==> src/sv/wedt_pkg.sv <==
// ---------------------------------------------------------------------------
// Wheel encoder delta tracker package
// Shared types, widths and command codes for the tracker and its helpers.
// ---------------------------------------------------------------------------
package wedt_pkg;

	localparam int NUM_WHEELS = 4;
	localparam int WHEEL_W    = 2;
	localparam int PULSE_W    = 16;
	localparam int FRAME_W    = 8;
	localparam int DELTA_W    = 24;
	localparam int MISSED_W   = 16;
	localparam int MASK_W     = 4;
	localparam int STEP_W     = PULSE_W + 2;

	// Unwrap thresholds: one third and two thirds of the pulse range
	localparam logic [PULSE_W-1:0] UP_LIMIT   = PULSE_W'(2 * 65535 / 3);
	localparam logic [PULSE_W-1:0] DOWN_LIMIT = PULSE_W'(65535 / 3);

	localparam logic signed [DELTA_W-1:0] DELTA_MAX = {1'b0, {(DELTA_W-1){1'b1}}};
	localparam logic signed [DELTA_W-1:0] DELTA_MIN = {1'b1, {(DELTA_W-1){1'b0}}};
	localparam logic [MISSED_W-1:0]       MISSED_MAX = {MISSED_W{1'b1}};

	// Command codes
	localparam logic CMD_READING = 1'b0;
	localparam logic CMD_REPORT  = 1'b1;

	typedef logic signed [DELTA_W-1:0] delta_t;
	typedef logic [MISSED_W-1:0]       missed_t;

	typedef struct packed {
		logic                 seen;
		logic [FRAME_W-1:0]   prev_frame;
		logic [PULSE_W-1:0]   prev_pulse;
		delta_t               delta;
		missed_t              missed;
	} wheel_state_t;

endpackage

==> src/sv/wedt_wheel_update.sv <==
// ---------------------------------------------------------------------------
// Wheel state update
// Folds one encoder reading into the state of its wheel: missed-frame gap,
// unwrapped pulse difference and saturating accumulation.
// ---------------------------------------------------------------------------
module wedt_wheel_update import wedt_pkg::*; (
	input  wheel_state_t       cur,
	input  logic [PULSE_W-1:0] pulses,
	input  logic [FRAME_W-1:0] frame_counter,
	output wheel_state_t       nxt
);

	logic signed [STEP_W-1:0]  diff;
	logic signed [STEP_W-1:0]  step;
	logic signed [DELTA_W:0]   dsum;
	logic [FRAME_W-1:0]        gap;
	logic [MISSED_W:0]         msum;
	delta_t                    delta_nxt;
	missed_t                   missed_nxt;

	// Unwrap the pulse difference across the 16-bit wrap
	assign diff = $signed({2'b00, pulses}) - $signed({2'b00, cur.prev_pulse});

	always_comb begin
		if (cur.prev_pulse > UP_LIMIT && pulses < DOWN_LIMIT) begin
			step = diff + $signed(STEP_W'(1 << PULSE_W));
		end else if (cur.prev_pulse < DOWN_LIMIT && pulses > UP_LIMIT) begin
			step = diff - $signed(STEP_W'(1 << PULSE_W));
		end else begin
			step = diff;
		end
	end

	// Accumulate the delta, clamp on overflow
	assign dsum = $signed({cur.delta[DELTA_W-1], cur.delta})
		+ $signed({{(DELTA_W+1-STEP_W){step[STEP_W-1]}}, step});

	always_comb begin
		if (dsum[DELTA_W] != dsum[DELTA_W-1]) begin
			delta_nxt = dsum[DELTA_W] ? DELTA_MIN : DELTA_MAX;
		end else begin
			delta_nxt = dsum[DELTA_W-1:0];
		end
	end

	// Count skipped frames; a repeated counter adds nothing
	assign gap  = frame_counter - cur.prev_frame - FRAME_W'(1);
	assign msum = {1'b0, cur.missed} + {{(MISSED_W+1-FRAME_W){1'b0}}, gap};

	always_comb begin
		if (frame_counter == cur.prev_frame) begin
			missed_nxt = cur.missed;
		end else if (msum[MISSED_W]) begin
			missed_nxt = MISSED_MAX;
		end else begin
			missed_nxt = msum[MISSED_W-1:0];
		end
	end

	// First reading only records the baseline
	always_comb begin
		nxt.seen       = 1'b1;
		nxt.prev_frame = frame_counter;
		nxt.prev_pulse = pulses;
		if (cur.seen) begin
			nxt.delta  = delta_nxt;
			nxt.missed = missed_nxt;
		end else begin
			nxt.delta  = cur.delta;
			nxt.missed = cur.missed;
		end
	end

endmodule

==> src/sv/wedt_report.sv <==
// ---------------------------------------------------------------------------
// Report formatter
// Applies the per-wheel invert mask to the accumulated deltas, clamping the
// negation of the most negative value.
// ---------------------------------------------------------------------------
module wedt_report import wedt_pkg::*; (
	input  delta_t              delta_in  [NUM_WHEELS],
	input  logic [MASK_W-1:0]   invert_mask,
	output delta_t              delta_out [NUM_WHEELS]
);

	// Negate where the mask bit is set
	for (genvar k = 0; k < NUM_WHEELS; k++) begin : g_wheel
		always_comb begin
			if (!invert_mask[k]) begin
				delta_out[k] = delta_in[k];
			end else if (delta_in[k] == DELTA_MIN) begin
				delta_out[k] = DELTA_MAX;
			end else begin
				delta_out[k] = -delta_in[k];
			end
		end
	end

endmodule

==> src/sv/wheel_encoder_delta_tracker_unit.sv <==
// ---------------------------------------------------------------------------
// Wheel encoder delta tracker
// Per-wheel encoder tracking with missed-frame counting and report output.
// ---------------------------------------------------------------------------
// Accepts one request per cycle while no report is held in the input stage. A
// request is registered, then in the next cycle a reading updates its wheel's
// registers in a single read-modify-write; a report, once the output register
// is free, loads it and clears all accumulators, and its result then shows on
// out_valid. Readings keep flowing while a result waits; a report request holds
// in the input stage until the output register is free. invert_mask is written
// through the cfg channel, which is always ready.
module wheel_encoder_delta_tracker_unit import wedt_pkg::*; (
	input  logic                      clk,
	input  logic                      arst_n,
	input  logic                      cfg_valid,
	output logic                      cfg_ready,
	input  logic [MASK_W-1:0]         cfg_data,
	input  logic                      in_valid,
	output logic                      in_ready,
	input  logic                      cmd,
	input  logic [WHEEL_W-1:0]        wheel,
	input  logic [PULSE_W-1:0]        pulses,
	input  logic [FRAME_W-1:0]        frame_counter,
	output logic                      out_valid,
	input  logic                      out_ready,
	output logic signed [DELTA_W-1:0] delta_front_left,
	output logic signed [DELTA_W-1:0] delta_front_right,
	output logic signed [DELTA_W-1:0] delta_rear_left,
	output logic signed [DELTA_W-1:0] delta_rear_right,
	output logic [MISSED_W-1:0]       missed_front_left,
	output logic [MISSED_W-1:0]       missed_front_right,
	output logic [MISSED_W-1:0]       missed_rear_left,
	output logic [MISSED_W-1:0]       missed_rear_right
);

	logic [MASK_W-1:0]  invert_mask_q;
	logic               valid_s1;
	logic               cmd_s1;
	logic [WHEEL_W-1:0] wheel_s1;
	logic [PULSE_W-1:0] pulses_s1;
	logic [FRAME_W-1:0] frame_s1;
	wheel_state_t       wheel_q [NUM_WHEELS];
	wheel_state_t       upd_nxt;
	delta_t             acc_delta [NUM_WHEELS];
	delta_t             rep_delta [NUM_WHEELS];
	delta_t             out_delta_q [NUM_WHEELS];
	missed_t            out_missed_q [NUM_WHEELS];
	logic               out_valid_q;
	logic               out_free;
	logic               s1_go;
	logic               in_fire;

	assign cfg_ready = 1'b1;
	assign out_free  = !out_valid_q || out_ready;
	assign s1_go     = valid_s1 && (cmd_s1 == CMD_READING || out_free);
	assign in_ready  = !valid_s1 || s1_go;
	assign in_fire   = in_valid && in_ready;

	// Hold the mask register
	always_ff @(posedge clk or negedge arst_n) begin
		if (!arst_n) begin
			invert_mask_q <= '0;
		end else if (cfg_valid && cfg_ready) begin
			invert_mask_q <= cfg_data;
		end
	end

	// Input stage
	always_ff @(posedge clk or negedge arst_n) begin
		if (!arst_n) begin
			valid_s1 <= 1'b0;
		end else if (in_ready) begin
			valid_s1 <= in_valid;
		end
	end

	always_ff @(posedge clk) begin
		if (in_fire) begin
			cmd_s1    <= cmd;
			wheel_s1  <= wheel;
			pulses_s1 <= pulses;
			frame_s1  <= frame_counter;
		end
	end

	// Update the addressed wheel
	wedt_wheel_update u_update (
		.cur           (wheel_q[wheel_s1]),
		.pulses        (pulses_s1),
		.frame_counter (frame_s1),
		.nxt           (upd_nxt)
	);

	for (genvar k = 0; k < NUM_WHEELS; k++) begin : g_acc
		assign acc_delta[k] = wheel_q[k].delta;
	end

	wedt_report u_report (
		.delta_in    (acc_delta),
		.invert_mask (invert_mask_q),
		.delta_out   (rep_delta)
	);

	// Wheel registers: advance on a reading, clear accumulators on a report
	always_ff @(posedge clk or negedge arst_n) begin
		if (!arst_n) begin
			for (int k = 0; k < NUM_WHEELS; k++) begin
				wheel_q[k] <= '0;
			end
		end else if (s1_go) begin
			if (cmd_s1 == CMD_READING) begin
				wheel_q[wheel_s1] <= upd_nxt;
			end else begin
				for (int k = 0; k < NUM_WHEELS; k++) begin
					wheel_q[k].delta  <= '0;
					wheel_q[k].missed <= '0;
				end
			end
		end
	end

	// Output register
	always_ff @(posedge clk or negedge arst_n) begin
		if (!arst_n) begin
			out_valid_q <= 1'b0;
		end else if (s1_go && cmd_s1 == CMD_REPORT) begin
			out_valid_q <= 1'b1;
		end else if (out_ready) begin
			out_valid_q <= 1'b0;
		end
	end

	always_ff @(posedge clk) begin
		if (s1_go && cmd_s1 == CMD_REPORT) begin
			for (int k = 0; k < NUM_WHEELS; k++) begin
				out_delta_q[k]  <= rep_delta[k];
				out_missed_q[k] <= wheel_q[k].missed;
			end
		end
	end

	assign out_valid          = out_valid_q;
	assign delta_front_left   = out_delta_q[0];
	assign delta_front_right  = out_delta_q[1];
	assign delta_rear_left    = out_delta_q[2];
	assign delta_rear_right   = out_delta_q[3];
	assign missed_front_left  = out_missed_q[0];
	assign missed_front_right = out_missed_q[1];
	assign missed_rear_left   = out_missed_q[2];
	assign missed_rear_right  = out_missed_q[3];

endmodule

==> config.mk <==
export PLATFORM = sky130hd
export DESIGN_NAME = wheel_encoder_delta_tracker_unit
export DESIGN_NICKNAME = d
export VERILOG_FILES = /design/src/sv/wedt_pkg.sv /design/src/sv/wedt_wheel_update.sv /design/src/sv/wedt_report.sv /design/src/sv/wheel_encoder_delta_tracker_unit.sv
export SDC_FILE = /design/constraint.sdc
export NUM_CORES = 1
export LEC_CHECK = 0
export BUFFER_PORTS_ARGS = -buffer_cell sky130_fd_sc_hd__buf_4
export CAP_MARGIN = 20
export CORE_AREA = 3 3 285 203
export DETAILED_ROUTE_END_ITERATION = 7
export DIE_AREA = 0 0 288 206
export PLACE_DENSITY = 0.62
export SETUP_SLACK_MARGIN = 0.15
export SYNTH_ARGS = -nofsm -noshare
export SYNTH_HDL_FRONTEND = slang
export SYNTH_SLANG_ARGS = --single-unit
export TNS_END_PERCENT = 100
==> constraint.sdc <==
create_clock -name clk -period 11.79 [get_ports clk]
set_clock_uncertainty 0.2 [all_clocks]
set_input_delay 1.7685 -clock clk [delete_from_list [all_inputs] [get_ports clk]]
set_output_delay 1.7685 -clock clk [all_outputs]
set_load 0.05 [all_outputs]
==> results.cfg <==
[layout]
drive_gt1_share_pct = 17.0
insertedDiodeCount = 0
final_common_cell = nand2_1
multi_input_area_mm2 = 0.00985
area_growth_syn_to_layout_pct = 17.3
fill_cells = 4985
stdcell_count = 3054
final_cell_mix = nand2_1 (526), dfrtp_1 (266), buf_4 (222), edfxtp_1 (187), o21ai_0 (118)
final_area_mm2 = 0.0266
post-route-util_pct = 48.2
num-nets-final = 2375
seqCellArea_mm2 = 0.0123

[detailed_routing]
dr.pass1.iters = 6
drt_wl_total_um = 64300
dr_total_vias = 17200
vias_per_cell = 5.63
detail-route-antenna-nets = 0
drc_errors = 0
drtIter0Drc = 1585
wl_per_cell_um = 21.1

[sta]
rsz0062_at_grt = no
maxSlewViolCount = 0
max_freq_mhz = 131
hold_violations = 0
fin_crit_sh_pct = 64.8
tightest_slew_ns = 1.14
holdWs_ns = 0.267
fin_crit_ns = 7.64
setup_viol = 0
fin_tns_setup_ns = 0
max-slew-margin-rel_pct = 24.2

[placed_design]
placed_cell_area_mm2 = 0.0249
hpwl_um = 45400
port_buffers = 197
finalWeightedCongestion = 0.940
dp.cells = 2966

[min_path]
holdPathEnd = wheel_q[64]$_DFFE_PN0P_
holdPathStages = 1
min_path_type = reg2reg
min_from = wheel_q[64]$_DFFE_PN0P_

[clocking]
clockBufferDepth = 3
post_cts_buffers = 0
cts.sinks = 453
cts_buffers = 47
cts_htree_levels = 2
cts_root_buf = clkbuf_16
postCtsHoldBufs = 0
cts_tree = yes
clkLatencyLatePin_ns = 0.62
cts_resized = 0
clkTransAtPathRegs_ns = 0.07

[worst_setup_path]
rrSetupSlack_ns = 4.15
start_kind = flip-flop
required_ns = 12.07
path_class = reg2reg
reg2reg_depth = 24
end_kind = flip-flop
r2r_start = wheel_s1[0]$_DFFE_PP_
r2r_end = acc_delta[17]$_DFFE_PN0P_
arrival_ns = 7.93
cp_max_fo = 25

[logic_synthesis]
seq_area_frac_synth_pct = 54.2
ys_warn_count = 0
synth.top_cell.area_share_pct = 29.4
syn-num-nets = 2204
ys_async_sr_fraction_pct = 58.7
synth_ff_type = dfrtp_1
synth_edf_count = 187
synth_area_leaders = dfrtp_1 (29%), edfxtp_1 (25%), nand2_1 (8.7%)
ys_seq_elements = 453
synthCells = 2104
syn_area_mm2 = 0.0227
synthDistinctLibCells = 71
synth_top_cell_by_area = dfrtp_1
syn_avg_cell_area_um2 = 10.8

[pwr]
power.density_mw_per_mm2 = 270
power.leakage_nw = 11.8
ir_worst_vdd_mv = 0.137

[die]
die_h_um = 206
rows = 72
start_util_pct = 41.1
die_area_mm2 = 0.0593
core_mm2 = 0.0551
die_w_um = 288
ios = 199

[flow_run]
drv_cap = 0

[global_route]
grt_pass1_wl_um = 99300
grt_overflow_total = 0
gr-usage-all-layers_pct = 21.6
antenna_found_initial = 0
grt_pass1_vias = 16500
grt_max_degree = 125

[status]
status = complete, no violations
## where the power goes
group	switching, mW	internal [mW]
clock network	0.651	0.902
logic	1.94	1.16
registers	0.424	2.10
total	3.01	4.16
## sequential cells by signal, summed over array words and instances (netlist names)
| name | count |
|---|---|
| wheel_q | 164 |
| acc_delta | 96 |
| out_delta_q | 96 |
| out_missed_q | 64 |
| pulses_s1 | 16 |
| frame_s1 | 8 |
| invert_mask_q | 4 |
| wheel_s1 | 2 |
| cmd_s1 | 1 |
| out_valid | 1 |
| valid_s1 | 1 |
## Yosys cell counts, drive strengths merged (10+ instances only)
master and count:
a21o 18, a31oi 32, or3 22, a22oi 17, edfxtp 187, or4 13
a21oi 56, xnor2 33, o41ai 15, buf 16, clkbuf 85, nand2 526
o21ai 196, xor2 92, o21a 11, inv 57, nor3 22, ha 60
nand3 34, mux4 63, nor2b 30, dfrtp 266, a22o 56, or2 10
nor2 50, o31ai 15, nand2b 15
## area by class of cell
class	instances	share of cell area (%)
well taps	740	3.49
clock inverters	27	1.17
inverters	57	0.805
repair buffers	223	6.33
clock buffers	61	4.94
multi-input cells	1493	37.1
flip-flops and latches	453	46.2
## cell families (layout without fill, tap and decap cells)
group / Yosys count / in the layout / share of synthesized area [%]
AOI/OAI and AO/OA: 464 / 464 / 13.0
xor gates and xnor gates: 125 / 125 / 4.83
adders and majority gates: 64 / 64 / 3.67
buffers and inverters: 158 / 368 / 2.68
DFF: 453 / 453 / 54.2
muxes: 74 / 74 / 6.80
other: 1 / 1 / 0.0166
and+or+nand+nor: 765 / 765 / 14.8
## metrics by stage
stage | setup slack [ns] | power (mW)
after CTS | 4.16 | 7.17
after floorplan | 2.42 | 4.67
after detailed placement | 4.16 | 5.60
final | 4.15 | 7.18
after global routing | 3.50 | 7.62
after global placement | 4.32 | 5.52
## how the worst max path moves through the flow
stage / from / endpoint / slack [ns] / depth (start not counted)
6_report: wheel_s1[0]$_DFFE_PP_ / acc_delta[17]$_DFFE_PN0P_ / 4.15 / 24
5_1_grt: wheel_s1[0]$_DFFE_PP_ / acc_delta[40]$_DFFE_PN0P_ / 3.50 / 24
4_1_cts: wheel_s1[0]$_DFFE_PP_ / acc_delta[17]$_DFFE_PN0P_ / 4.16 / 23
3_5_place_dp: wheel_s1[0]$_DFFE_PP_ / acc_delta[17]$_DFFE_PN0P_ / 4.16 / 24
3_3_place_gp: wheel_s1[0]$_DFFE_PP_ / acc_delta[17]$_DFFE_PN0P_ / 4.32 / 23
2_1_floorplan: out_ready / out_delta_q[0][0]$_DFFE_PP_ / 2.42 / 2
## worst max-delay path: stages (launching register included)
cell and delay, ns:
edfxtp_1 0.85, buf_4 0.58, mux4_2 0.61, inv_1 0.07
ha_1 0.16, inv_1 0.04, o21ai_0 0.14, a21oi_1 0.11
nand2b_1 0.19, a2111oi_0 0.55, nor2_1 0.12, a221o_1 0.37
o21ai_0 0.24, ha_1 0.27, mux2_2 0.26, ha_1 0.22
and2_1 0.17, or2_2 0.27, a21oi_1 0.20, o21ai_0 0.12
a31oi_1 0.29, a2111o_1 0.62, nand3_1 0.31, a21o_1 0.30
a32o_1 0.26
## layer usage
layer	track usage [%]	vias to the layer above	wire, um
met5	0	-	0
met4	4.99	0	1160
met3	4.69	90	5580
met2	31.2	675	27100
met1	33.0	8532	30400
li1	-	7902	-
(Power assumes the default switching activity.)
